<file path="config.mk">
export PLATFORM = sky130hd
export DESIGN_NAME = command_fifo_with_opcode_extract
export DESIGN_NICKNAME = d
export VERILOG_FILES = /design/src/cfoe_pkg.sv /design/src/command_fifo_with_opcode_extract.sv /design/src/cfoe_seq.sv /design/src/cfoe_dpath.sv
export VERILOG_INCLUDE_DIRS = /design/src /design/src/src
export SDC_FILE = /design/constraint.sdc
export NUM_CORES = 1
export LEC_CHECK = 0
export BUFFER_PORTS_ARGS = -buffer_cell sky130_fd_sc_hd__buf_2
export CORE_UTILIZATION = 50
export DETAILED_ROUTE_END_ITERATION = 6
export PLACE_DENSITY = 0.67
export SYNTH_ARGS = -nofsm -noshare
export SYNTH_HDL_FRONTEND = slang
export SYNTH_SLANG_ARGS = --single-unit
</file>
<file path="constraint.sdc">
create_clock -name clock -period 3.9 [get_ports clock]
set_input_delay 0.78 -clock clock [delete_from_list [all_inputs] [get_ports clock]]
set_output_delay 0.78 -clock clock [all_outputs]
set_load 0.005 [all_outputs]
</file>
<file path="src/command_fifo_with_opcode_extract_defines.svh">
// Assertion macros for the command FIFO with opcode extract.
// Used by cfoe_dpath; relies on signals named clock and reset in scope.
`ifndef COMMAND_FIFO_WITH_OPCODE_EXTRACT_DEFINES_SVH
`define COMMAND_FIFO_WITH_OPCODE_EXTRACT_DEFINES_SVH

// same-cycle implication
`define CFOE_ASSERT_NOW(name, pre, post) \
   name: assert property (@(posedge clock) disable iff (reset) (pre) |-> (post)) \
      else $error("cfoe assertion failed");

// next-cycle implication
`define CFOE_ASSERT_NEXT(name, pre, post) \
   name: assert property (@(posedge clock) disable iff (reset) (pre) |=> (post)) \
      else $error("cfoe assertion failed");

`endif

</file>
<file path="src/cfoe_pkg.sv">
// Shared types, constants and the microcode ROM of the command FIFO.
// No dependencies; imported by cfoe_seq, cfoe_dpath and the top level.
`timescale 1ns / 1ps

package cfoe_pkg;

   localparam int DEPTH      = 16;
   localparam int IDX_W      = (DEPTH > 1) ? $clog2(DEPTH) : 1;
   localparam int CNT_W      = $clog2(DEPTH + 1);
   localparam int CAP_W      = 5;
   localparam int CAP_RESET  = 16;
   localparam int WORD_W     = 16;
   localparam int OPC_W      = 4;
   localparam int OPC_LSB    = 12;
   localparam int KIND_W     = 2;
   localparam int FILL_W     = 5;
   localparam int REQ_W      = 24;
   localparam int RSP_W      = 24;
   localparam logic [WORD_W-1:0] NO_WORD = 16'hFFFF;

   typedef enum logic [KIND_W-1:0] {
      KIND_PUSH, KIND_POP, KIND_EXTRACT, KIND_STATUS
   } kind_type;

   typedef enum logic [3:0] {
      STEP_IDLE, STEP_PUSH, STEP_POP_CHK, STEP_POP_RD, STEP_POP_FIN,
      STEP_EXT_INIT, STEP_SCAN_TEST, STEP_SCAN_RD, STEP_SCAN_CHK,
      STEP_SHIFT_TEST, STEP_SHIFT_RD, STEP_SHIFT_WR, STEP_EXT_FIN,
      STEP_STATUS, STEP_EMIT
   } step_type;

   typedef enum logic [3:0] {
      ACT_NOP, ACT_TAKE, ACT_PUSH, ACT_FAIL, ACT_RD_HEAD, ACT_POP_FIN,
      ACT_SCAN_INIT, ACT_RD_POS, ACT_SCAN_CHK, ACT_RD_NEXT, ACT_SHIFT_WR,
      ACT_EXT_FIN, ACT_STATUS, ACT_EMIT
   } act_type;

   typedef enum logic [2:0] {
      COND_NONE, COND_ALWAYS, COND_EMPTY, COND_SCAN_END, COND_NO_MATCH,
      COND_LAST, COND_OUT_BUSY
   } cond_type;

   typedef struct packed {
      act_type  act;
      cond_type cond;
      step_type tgt;
      logic     done;   // return to idle when no jump is taken
   } ctrl_word_type;

   typedef struct packed {
      logic empty;
      logic scan_end;
      logic no_match;
      logic last;
      logic out_busy;
   } status_type;

   function automatic ctrl_word_type ucode_rom(input step_type s);
      ctrl_word_type w;
      w = '{act: ACT_NOP, cond: COND_NONE, tgt: STEP_IDLE, done: 1'b0};
      unique case (s)
         STEP_IDLE:       w.act = ACT_TAKE;
         STEP_PUSH:       w = '{ACT_PUSH, COND_ALWAYS, STEP_EMIT, 1'b0};
         STEP_POP_CHK:    w = '{ACT_FAIL, COND_EMPTY, STEP_EMIT, 1'b0};
         STEP_POP_RD:     w.act = ACT_RD_HEAD;
         STEP_POP_FIN:    w = '{ACT_POP_FIN, COND_ALWAYS, STEP_EMIT, 1'b0};
         STEP_EXT_INIT:   w.act = ACT_SCAN_INIT;
         STEP_SCAN_TEST:  w = '{ACT_NOP, COND_SCAN_END, STEP_EMIT, 1'b0};
         STEP_SCAN_RD:    w.act = ACT_RD_POS;
         STEP_SCAN_CHK:   w = '{ACT_SCAN_CHK, COND_NO_MATCH, STEP_SCAN_TEST, 1'b0};
         STEP_SHIFT_TEST: w = '{ACT_NOP, COND_LAST, STEP_EXT_FIN, 1'b0};
         STEP_SHIFT_RD:   w.act = ACT_RD_NEXT;
         STEP_SHIFT_WR:   w = '{ACT_SHIFT_WR, COND_ALWAYS, STEP_SHIFT_TEST, 1'b0};
         STEP_EXT_FIN:    w = '{ACT_EXT_FIN, COND_ALWAYS, STEP_EMIT, 1'b0};
         STEP_STATUS:     w.act = ACT_STATUS;
         STEP_EMIT:       w = '{ACT_EMIT, COND_OUT_BUSY, STEP_EMIT, 1'b1};
         default:         w.act = ACT_NOP;
      endcase
      return w;
   endfunction

   function automatic step_type entry_step(input kind_type k);
      step_type s;
      unique case (k)
         KIND_PUSH:    s = STEP_PUSH;
         KIND_POP:     s = STEP_POP_CHK;
         KIND_EXTRACT: s = STEP_EXT_INIT;
         KIND_STATUS:  s = STEP_STATUS;
         default:      s = STEP_STATUS;
      endcase
      return s;
   endfunction

endpackage

</file>
<file path="src/command_fifo_with_opcode_extract.sv">
// Top level of the command FIFO with opcode extract.
// Depends on cfoe_pkg, cfoe_seq and cfoe_dpath.
`timescale 1ns / 1ps

// Queue of 16-bit command words handled one request at a time by a small
// microcoded sequencer over a single-port-read slot memory. Each request
// returns one result. An extract scans with a test, a read and a compare
// per entry, then moves the later entries with a test, a read and a write
// each, one memory access per step. Writing capacity empties the queue; it
// is taken only while no request is in flight.
module command_fifo_with_opcode_extract
   import cfoe_pkg::*;
(
   input  logic             clock,
   input  logic             reset,
   input  logic             req_tvalid,
   output logic             req_tready,
   // kind[1:0], push_word[17:2], target_opcode[21:18], zero[23:22]
   input  logic [REQ_W-1:0] req_tdata,
   output logic             rsp_tvalid,
   input  logic             rsp_tready,
   // word_out[15:0], ok[16], is_empty[17], is_full[18], fill_level[23:19]
   output logic [RSP_W-1:0] rsp_tdata,
   input  logic             csr_valid,
   output logic             csr_ready,
   input  logic [CAP_W-1:0] csr_wdata
);

   ctrl_word_type ctrl;
   status_type    status;

   cfoe_seq u_seq (
      .clock      (clock),
      .reset      (reset),
      .req_tvalid (req_tvalid),
      .req_kind   (req_tdata[KIND_W-1:0]),
      .csr_valid  (csr_valid),
      .status     (status),
      .req_tready (req_tready),
      .csr_ready  (csr_ready),
      .ctrl       (ctrl)
   );

   cfoe_dpath u_dpath (
      .clock      (clock),
      .reset      (reset),
      .ctrl       (ctrl),
      .req_fire   (req_tvalid && req_tready),
      .req_tdata  (req_tdata),
      .csr_fire   (csr_valid && csr_ready),
      .csr_wdata  (csr_wdata),
      .rsp_tready (rsp_tready),
      .status     (status),
      .rsp_tvalid (rsp_tvalid),
      .rsp_tdata  (rsp_tdata)
   );

endmodule

</file>
<file path="src/cfoe_seq.sv">
// Microcode sequencer: step counter, control ROM lookup and jump logic.
// Depends on cfoe_pkg.
`timescale 1ns / 1ps

module cfoe_seq
   import cfoe_pkg::*;
(
   input  logic          clock,
   input  logic          reset,
   input  logic          req_tvalid,
   input  logic [KIND_W-1:0] req_kind,
   input  logic          csr_valid,
   input  status_type    status,
   output logic          req_tready,
   output logic          csr_ready,
   output ctrl_word_type ctrl
);

   step_type step_ff, step_in;
   logic     jump;

   assign ctrl       = ucode_rom(step_ff);
   // configuration wins over a request arriving in the same cycle
   assign csr_ready  = (ctrl.act == ACT_TAKE);
   assign req_tready = (ctrl.act == ACT_TAKE) && !csr_valid;

   always_comb begin
      unique case (ctrl.cond)
         COND_NONE:     jump = 1'b0;
         COND_ALWAYS:   jump = 1'b1;
         COND_EMPTY:    jump = status.empty;
         COND_SCAN_END: jump = status.scan_end;
         COND_NO_MATCH: jump = status.no_match;
         COND_LAST:     jump = status.last;
         COND_OUT_BUSY: jump = status.out_busy;
         default:       jump = 1'b0;
      endcase
   end

   always_comb begin
      priority if (ctrl.act == ACT_TAKE) begin
         step_in = (req_tvalid && req_tready) ? entry_step(kind_type'(req_kind)) : step_ff;
      end else if (jump) begin
         step_in = ctrl.tgt;
      end else if (ctrl.done) begin
         step_in = STEP_IDLE;
      end else begin
         step_in = step_type'(step_ff + 4'd1);
      end
   end

   always_ff @(posedge clock) begin
      if (reset) begin
         step_ff <= STEP_IDLE;
      end else begin
         step_ff <= step_in;
      end
   end

endmodule

</file>
<file path="src/cfoe_dpath.sv">
// Datapath: slot memory, queue pointers, scan/shift registers and result register.
// Depends on cfoe_pkg and the assertion macros header.
`timescale 1ns / 1ps
`include "command_fifo_with_opcode_extract_defines.svh"

module cfoe_dpath
   import cfoe_pkg::*;
(
   input  logic              clock,
   input  logic              reset,
   input  ctrl_word_type     ctrl,
   input  logic              req_fire,
   input  logic [REQ_W-1:0]  req_tdata,
   input  logic              csr_fire,
   input  logic [CAP_W-1:0]  csr_wdata,
   input  logic              rsp_tready,
   output status_type        status,
   output logic              rsp_tvalid,
   output logic [RSP_W-1:0]  rsp_tdata
);

   logic [WORD_W-1:0] mem [DEPTH];

   logic [IDX_W-1:0]  head_ff, tail_ff, pos_ff;
   logic [CNT_W-1:0]  count_ff, cap_ff, k_ff;
   logic [WORD_W-1:0] rdata_ff, word_ff, result_ff;
   logic [OPC_W-1:0]  target_ff;
   logic              ok_ff;
   logic              rsp_valid_ff;
   logic [RSP_W-1:0]  rsp_data_ff;

   logic [IDX_W-1:0]  tail_next, pos_next, rd_addr, wr_addr;
   logic              wr_en, rd_en, has_room, out_free;
   logic [CNT_W-1:0]  cap_in;

   function automatic logic [IDX_W-1:0] wrap_next(input logic [IDX_W-1:0] idx,
                                                   input logic [CNT_W-1:0] cap);
      logic [CNT_W:0] n;
      n = (CNT_W+1)'(idx) + (CNT_W+1)'(1);
      return (n >= (CNT_W+1)'(cap)) ? '0 : IDX_W'(n);
   endfunction

   function automatic logic [CNT_W-1:0] clamp_cap(input logic [CAP_W-1:0] v);
      logic [CNT_W-1:0] c;
      if (v == '0) begin
         c = CNT_W'(1);
      end else if (int'(v) > DEPTH) begin
         c = CNT_W'(DEPTH);
      end else begin
         c = CNT_W'(v);
      end
      return c;
   endfunction

   assign tail_next = wrap_next(tail_ff, cap_ff);
   assign pos_next  = wrap_next(pos_ff, cap_ff);
   assign has_room  = (count_ff < cap_ff);
   assign out_free  = !rsp_valid_ff || rsp_tready;
   assign cap_in    = clamp_cap(csr_wdata);

   assign status.empty    = (count_ff == '0);
   assign status.scan_end = (k_ff == count_ff);
   assign status.no_match = (rdata_ff[OPC_LSB +: OPC_W] != target_ff);
   assign status.last     = ((CNT_W+1)'(k_ff) + (CNT_W+1)'(1) == (CNT_W+1)'(count_ff));
   assign status.out_busy = !out_free;

   assign rsp_tvalid = rsp_valid_ff;
   assign rsp_tdata  = rsp_data_ff;

   // one write port, one registered read port
   always_comb begin
      wr_en   = ((ctrl.act == ACT_PUSH) && has_room) || (ctrl.act == ACT_SHIFT_WR);
      wr_addr = (ctrl.act == ACT_PUSH) ? tail_next : pos_ff;
      rd_en   = (ctrl.act == ACT_RD_HEAD) || (ctrl.act == ACT_RD_POS) ||
                (ctrl.act == ACT_RD_NEXT);
      unique case (ctrl.act)
         ACT_RD_HEAD: rd_addr = head_ff;
         ACT_RD_NEXT: rd_addr = pos_next;
         default:     rd_addr = pos_ff;
      endcase
   end

   always_ff @(posedge clock) begin
      if (wr_en) begin
         mem[wr_addr] <= (ctrl.act == ACT_PUSH) ? word_ff : rdata_ff;
      end
      if (rd_en) begin
         rdata_ff <= mem[rd_addr];
      end
   end

   // queue pointers and count
   always_ff @(posedge clock) begin
      if (reset) begin
         cap_ff   <= clamp_cap(CAP_W'(CAP_RESET));
         head_ff  <= '0;
         tail_ff  <= IDX_W'(clamp_cap(CAP_W'(CAP_RESET)) - CNT_W'(1));
         count_ff <= '0;
      end else if (csr_fire) begin
         cap_ff   <= cap_in;
         head_ff  <= '0;
         tail_ff  <= IDX_W'(cap_in - CNT_W'(1));
         count_ff <= '0;
      end else begin
         unique case (ctrl.act)
            ACT_PUSH: begin
               if (has_room) begin
                  tail_ff  <= tail_next;
                  count_ff <= count_ff + CNT_W'(1);
               end
            end
            ACT_POP_FIN: begin
               head_ff  <= wrap_next(head_ff, cap_ff);
               count_ff <= count_ff - CNT_W'(1);
            end
            ACT_EXT_FIN: begin
               tail_ff  <= (tail_ff == '0) ? IDX_W'(cap_ff - CNT_W'(1))
                                           : tail_ff - IDX_W'(1);
               count_ff <= count_ff - CNT_W'(1);
            end
            default: ;
         endcase
      end
   end

   // request latch, scan registers and result
   always_ff @(posedge clock) begin
      unique case (ctrl.act)
         ACT_TAKE: begin
            if (req_fire) begin
               word_ff   <= req_tdata[KIND_W +: WORD_W];
               target_ff <= req_tdata[KIND_W+WORD_W +: OPC_W];
            end
         end
         ACT_PUSH: begin
            result_ff <= NO_WORD;
            ok_ff     <= has_room;
         end
         ACT_FAIL: begin
            result_ff <= NO_WORD;
            ok_ff     <= 1'b0;
         end
         ACT_POP_FIN: begin
            result_ff <= rdata_ff;
            ok_ff     <= 1'b1;
         end
         ACT_SCAN_INIT: begin
            pos_ff    <= head_ff;
            k_ff      <= '0;
            result_ff <= NO_WORD;
            ok_ff     <= 1'b0;
         end
         ACT_SCAN_CHK: begin
            if (!status.no_match) begin
               result_ff <= rdata_ff;
               ok_ff     <= 1'b1;
            end else begin
               pos_ff <= pos_next;
               k_ff   <= k_ff + CNT_W'(1);
            end
         end
         ACT_SHIFT_WR: begin
            pos_ff <= pos_next;
            k_ff   <= k_ff + CNT_W'(1);
         end
         ACT_STATUS: begin
            result_ff <= NO_WORD;
            ok_ff     <= 1'b1;
         end
         default: ;
      endcase
   end

   // output register; flags reflect the queue after the item's work
   always_ff @(posedge clock) begin
      if (reset) begin
         rsp_valid_ff <= 1'b0;
      end else if ((ctrl.act == ACT_EMIT) && out_free) begin
         rsp_valid_ff <= 1'b1;
      end else if (rsp_tready) begin
         rsp_valid_ff <= 1'b0;
      end
   end

   always_ff @(posedge clock) begin
      if ((ctrl.act == ACT_EMIT) && out_free) begin
         rsp_data_ff <= {FILL_W'(count_ff), (count_ff == cap_ff), (count_ff == '0),
                         ok_ff, result_ff};
      end
   end

   `CFOE_ASSERT_NOW(a_count_bound, 1'b1, count_ff <= cap_ff)
   `CFOE_ASSERT_NOW(a_head_bound, 1'b1, (CNT_W+1)'(head_ff) < (CNT_W+1)'(cap_ff))
   `CFOE_ASSERT_NEXT(a_push_grows, (ctrl.act == ACT_PUSH) && has_room && !csr_fire,
                     count_ff == $past(count_ff) + CNT_W'(1))
   `CFOE_ASSERT_NOW(a_scan_in_range, ctrl.act == ACT_RD_POS, k_ff < count_ff)

endmodule
</file>
==> impl_metrics.yaml, run 1 <==
layout:
  fin_util_pct: 58.3
  finalNetCount: 1426
  area.growth.synth_to_final_pct: 13.9
  drive_above_1_share_pct: 14.0
  antennaDiodeCount: 0
  nFillCells: 2436
  design_area_um2: 18000
worst_setup_path:
  worstPathRequired_ns: 4.30
  cp-start-kind: "flip-flop"
  r2r_cells: 12
  slowest_delay_ns: 0.54
  cp_top_family: "compound AO/OA/AOI/OAI gates"
  r2r-end: "u_dpath.rdata_ff[10]"
  cp_data_arrival_time_ns: 4.05
  reg2reg_slack_ns: 0.25
  r2r-start: "u_dpath.pos_ff[1]"
  path_buf_inv: 2
  path_cells: "ha_1 -> xnor2_1 -> inv_1 -> ha_1 -> a21oi_1 -> o21ai_0 -> a311o_2 -> o221a_2 -> nor2_1 -> buf_4 -> a22oi_1 -> nand2_1"
  endpoint_kind: "flip-flop"
  worstSetupPathType: "flip-flop to flip-flop"
  crit_path_frequent_cell: "ha_1"
  crit_fanout: 10
  slowest_stage: "nor2_1"
global_routing:
  grt-ovfl-total: 0
  track_usage_pct: 22.1
  grt_pass1_wl_um: 55300
  grt_pass1_vias: 9914
  antenna_found_initial: 0
  grt_max_degree: 74
placement:
  place_hpwl_um: 22500
  dp_slack_ns: 0.238
  finalWeightedCongestion: 0.874
  numPortBuffers: 58
  place_area_um2: 16800
clocking:
  htreeDepth: 2
  cts_tree: "done"
  clockBufferDepth: 3
  clk_pin_slew_ns: 0.06
  cts_sinks: 365
  clock_latency_ns: 0.53
  cts_made_buffers: 38
  cts-root-buf: "clkbuf_16"
  cts_hold_buf: 0
sta:
  drv_slew: 0
  min_period_ns: 3.65
  setup_viol: 0
  tns_ns: 0
  fmax_mhz: 274
  setup_ws_ns: 0.245
  relSlewSlack_pct: 50.4
  post-route-period-util_pct: 93.7
  rsz0062_at_grt: "no"
  hold_viol: 0
  finClkSkew_ns: 0.0154
  tightest_slew_ns: 0.736
logic_synthesis:
  synth_area_leader_cell: "edfxtp_1"
  syn_area_um2: 15800
  synthArstFlopShare_pct: 0
  synth-edff-count: 342
  yosysSeqAreaShare_pct: 68.0
  synth_top_cell_area_share_pct: 65.1
  syn_avg_cell_area_um2: 12.5
  yosys_warnings: 0
  ys_seq_elements: 365
  synthesis.instances: 1265
  syn_nets: 1334
  yosysMostFrequentCell: "edfxtp_1"
  ys_types: 65
  synthTopCellsByCount: "edfxtp_1 (342), nand2_1 (256), a21oi_1 (130)"
  synth.area.top_cells: "edfxtp_1 (65%), nand2_1 (6.1%), a21oi_1 (4.1%)"
  ys.flop_type: "edfxtp_1"
power_and_ir_drop:
  comb_power_share_pct: 29.9
  internal-power_mw: 8.13
  power_frac_seq_pct: 42.7
  p_sw_mw: 4.03
  p_total_mw: 12.2
  peakVddDrop_uv: 387
  switching_share_pct: 33.1
  p_clk_share_pct: 27.3
  power_density_nw_per_um2: 677
  leakagePower_nw: 6.55
floorplan:
  start_util_pct: 51.2
  io_pins: 61
  row_count: 64
  fp.dieH_um: 180
  die-area_um2: 32300
  coreArea_um2: 30800
  die_w_um: 180
min_path:
  hold_class: "flip-flop to flip-flop"
  hp-start: "u_dpath.result_ff[4]"
  worstHoldPathCells: 0
  min_to: "u_dpath.rsp_tdata[4]"
route:
  first_iter_violations: 930
  vias_per_cell: 5.78
  finalWirelength_um: 35300
  first_pass_iters: 7
  vias: 10300
  drc_errors: 12
  wl_per_cell_um: 19.9
  antenna_left: 0
outcome:
  outcome: "complete, but fails checks"
  violations: "DRC"
job:
  maxCapViolCount: 0
==> through the flow <==
step / hold slack (ns) / std cells
after detailed placement: 0.405 / 1713
after global routing: 0.409 / 1778
after floorplan: 0.400 / 1265
final: 0.419 / 1778
after global placement: 0.401 / 1713
after CTS: 0.413 / 1778
==> cell families after synthesis <==
group / count (synthesis) / share of synthesized area (%)
buffers and inverters: 94 / 2.65
AND/OR/NAND/NOR: 440 / 12.1
flip-flops: 365 / 68.0
multiplexers: 27 / 1.77
XOR/XNOR: 29 / 1.61
AO/OA/AOI/OAI: 275 / 11.0
adder cells (fa/ha/maj): 35 / 2.82
==> registers in the layout (all words and copies together) (netlist names) <==
| name | cells |
|---|---|
| u_dpath.rsp_tdata | 24 |
| u_dpath.rsp_tvalid | 1 |
| u_dpath.cap_ff | 5 |
| u_dpath.k_ff | 5 |
| u_dpath.mem | 256 |
| u_dpath.target_ff | 4 |
| u_seq.step_ff | 4 |
| u_dpath.rdata_ff | 16 |
| u_dpath.head_ff | 4 |
| u_dpath.tail_ff | 4 |
| u_dpath.ok_ff | 1 |
| u_dpath.count_ff | 5 |
| u_dpath.word_ff | 16 |
| u_dpath.result_ff | 16 |
| u_dpath.pos_ff | 4 |
==> timing repair <==
item	4_1_cts	5_1_grt
endpoints found under the setup margin	0	5
setup buffers	0	0
resized for setup	0	1
==> final cells by class <==
cell class,instances,area (um^2),area share (%)
multi-input combinational,806,4690,26.1
inverter,28,105,0.585
tap,396,495,2.76
clock inverter,14,115,0.641
timing repair buffer,118,803,4.47
sequential,365,10700,59.7
clock buffer,51,1020,5.68
==> power groups by stage <==
stage / combinational, mW / clock, mW / sequential [mW]
2_1_floorplan: 2.63 / 0 / 5.18
3_3_place_gp: 3.53 / 0 / 5.26
3_5_place_dp: 3.62 / 0 / 5.27
4_1_cts: 3.63 / 3.39 / 5.19
5_1_grt: 4.06 / 3.51 / 5.23
6_report: 3.64 / 3.33 / 5.19
==> layer usage <==
layer	wire length, um	global-route usage, %
met4	619	5.83
met1	15500	30.5
met5	0	0
met3	2610	4.52
met2	16600	36.1
==> worst max path at each step <==
stage | cells after the start | to | from
after global placement | 12 | u_dpath.rdata_ff[10] | u_dpath.pos_ff[1]
after detailed placement | 12 | u_dpath.rdata_ff[10] | u_dpath.pos_ff[1]
after CTS | 12 | u_dpath.rdata_ff[10] | u_dpath.pos_ff[1]
after global routing | 12 | u_dpath.rdata_ff[12] | u_dpath.pos_ff[1]
after floorplan | 11 | u_dpath.mem[3][0] | u_dpath.tail_ff[0]
final | 12 | u_dpath.rdata_ff[10] | u_dpath.pos_ff[1]
==> placed cells by master (no fill, tap or decap), types with 3 or more instances in the layout <==
cell type	synthesis	final
edfxtp_1	342	342
nand2_1	256	256
a21oi_1	130	130
buf_2	31	58
buf_4	5	55
nor2_1	66	54
nand3_1	48	48
clkbuf_16	0	39
ha_1	34	34
inv_1	27	27
o21ai_0	28	27
nand2b_1	24	24
mux2i_1	23	23
dfxtp_1	23	23
a22oi_1	21	21
a32oi_1	19	19
a221oi_1	17	17
xnor2_1	16	16
xor2_1	13	13
a31oi_1	13	12
nor2_2	0	12
clkbuf_1	26	12
a21o_1	8	8
nor2b_1	7	7
clkinv_1	0	7
nor3_1	7	6
and3_1	5	5
nor4_1	5	5
a211oi_1	5	5
buf_12	0	5
o22ai_1	4	4
o21a_1	5	4
and2_1	4	4
or3_1	4	4
nand4_1	3	3
a221o_1	3	3
Power figures use the tool's default switching activity.
==> run 2, diff against run 1 <==
- CTS_BUF_LIST: not set -> sky130_fd_sc_hd__clkbuf_8
==> impl_metrics.yaml, run 2 (same netlist as run 1, synthesis figures left out) <==
clocking:
  cts_made_buffers: 58
  cts-root-buf: "clkbuf_8"
  clock_latency_ns: 0.61
  htreeDepth: 2
  clk_pin_slew_ns: 0.06
  cts_tree: "done"
  clockBufferDepth: 3
  cts_hold_buf: 0
  cts_sinks: 365
route:
  wl_per_cell_um: 19.6
  met2_length_um: 16700
  drc_errors: 12
  first_iter_violations: 1022
  vias: 10400
  routed.top_layer: "met4"
  finalWirelength_um: 35600
  wl_met1_um: 15800
  first_pass_iters: 7
  antenna_left: 0
  wl_met3_um: 2420
  vias_per_cell: 5.71
layout:
  antennaDiodeCount: 0
  largest-register: "u_dpath.mem"
  drive_above_1_share_pct: 15.2
  finalNetCount: 1446
  final_common_cell: "edfxtp_1"
  area.growth.synth_to_final_pct: 13.4
  instances_no_fill: 1814
  final_cell_mix: "edfxtp_1 (342), nand2_1 (256), a21oi_1 (130)"
  largest_reg_flops: 256
outcome:
  outcome: "complete, but fails checks"
  violations: "DRC"
global_routing:
  track_usage_pct: 22.2
  grt_max_degree: 74
  grt_pass1_wl_um: 55800
  antenna_found_initial: 1
  grt_pass1_vias: 10000
  grt-ovfl-total: 0
sta:
  tns_ns: 0
  setup_viol: 0
  fmax_mhz: 273
  post-route-period-util_pct: 93.9
  rsz0062_at_grt: "no"
  drv_slew: 0
  finClkSkew_ns: 0.0265
  tightest_slew_ns: 0.727
  hold_viol: 0
  min_period_ns: 3.66
  relSlewSlack_pct: 51.0
power_and_ir_drop:
  power_density_nw_per_um2: 660
  leakagePower_nw: 6.64
  peakVddDrop_uv: 315
floorplan:
  die_w_um: 180
  start_util_pct: 51.2
  die-area_um2: 32300
  coreArea_um2: 30800
  fp.dieH_um: 180
  row_count: 64
  io_pins: 61
worst_setup_path:
  cp-start-kind: "flip-flop"
  cp_data_arrival_time_ns: 4.14
  worstSetupPathType: "flip-flop to flip-flop"
  crit_fanout: 10
  worstPathRequired_ns: 4.38
  endpoint_kind: "flip-flop"
placement:
  numPortBuffers: 58
  dp_cells: 1713
  finalWeightedCongestion: 0.874
  place_hpwl_um: 22500
min_path:
  hold_class: "input pin to flip-flop"
job:
  maxCapViolCount: 0
## run 2: cell types whose count changed in the layout (fill, tap and decap cells not counted)
cell,previous run,this run
clkbuf_8,0,63
clkbuf_16,39,0
inv_1,27,52
clkbuf_1,12,0
clkinv_2,2,3
clkinv_4,1,0
clkinvlp_4,1,0
## run 2: cell type report
type                    count  area (um^2)
clock inverters            38          198
well taps                 396          495
inverters                  28          105
flip-flops and latches    365        10700
repair buffers            118          803
multi-input cells         806         4690
fillers                  2436        12900
clock buffers              63          867
## run 2: per-layer routing
metal	up-vias	track usage, %
met5	-	0
met4	0	5.93
met3	58	4.52
met2	324	36.0
met1	5072	30.8
li1	4913	-
## run 2: stage by stage
stage               power (mW)  worst slack [ns]  util [%]  hold WS [ns]  instance area (um^2)
CTS                       11.9             0.253      58.0         0.324                 17900
detailed placement        8.89             0.238      54.6         0.405                 16800
global route              12.5            0.0655      58.0         0.309                 17900
global placement          8.79             0.284      54.6         0.401                 16800
floorplan                 7.81             0.363         -         0.400                 15800
finish                    11.8             0.238      58.0         0.349                 17900
## run 2: critical path: stages, from the launching register on
cell,delay (ns)
edfxtp_1,0.46
ha_1,0.25
xnor2_1,0.27
inv_1,0.11
ha_1,0.30
a21oi_1,0.13
o21ai_0,0.12
a311o_2,0.50
o221a_2,0.29
nor2_1,0.54
buf_4,0.34
a22oi_1,0.14
nand2_1,0.09
## run 2: report_power, final
group	switching (mW)	leakage, nW	internal, mW
registers	0.216	3.28	4.98
logic	2.39	2.72	1.25
clock network	1.44	0.637	1.54
## run 2: final timing paths
| check | from | endpoint | slack [ns] | cells past startpoint |
|---|---|---|---|---|
| hold reg to reg | u_dpath.result_ff[8] | u_dpath.rsp_tdata[8] | 0.42 | 0 |
| setup / recovery | u_dpath.pos_ff[1] | u_dpath.rdata_ff[10] | 0.24 | 12 |
| hold / removal | req_tdata[10] | u_dpath.word_ff[8] | 0.35 | 1 |
| setup reg to reg | u_dpath.pos_ff[1] | u_dpath.rdata_ff[10] | 0.24 | 12 |
## run 2: timing repair
action	4_1_cts	5_1_grt
gates resized for setup	0	1
setup endpoints to repair	0	3
buffers inserted	0	0
endpoints found under the hold margin	0	0
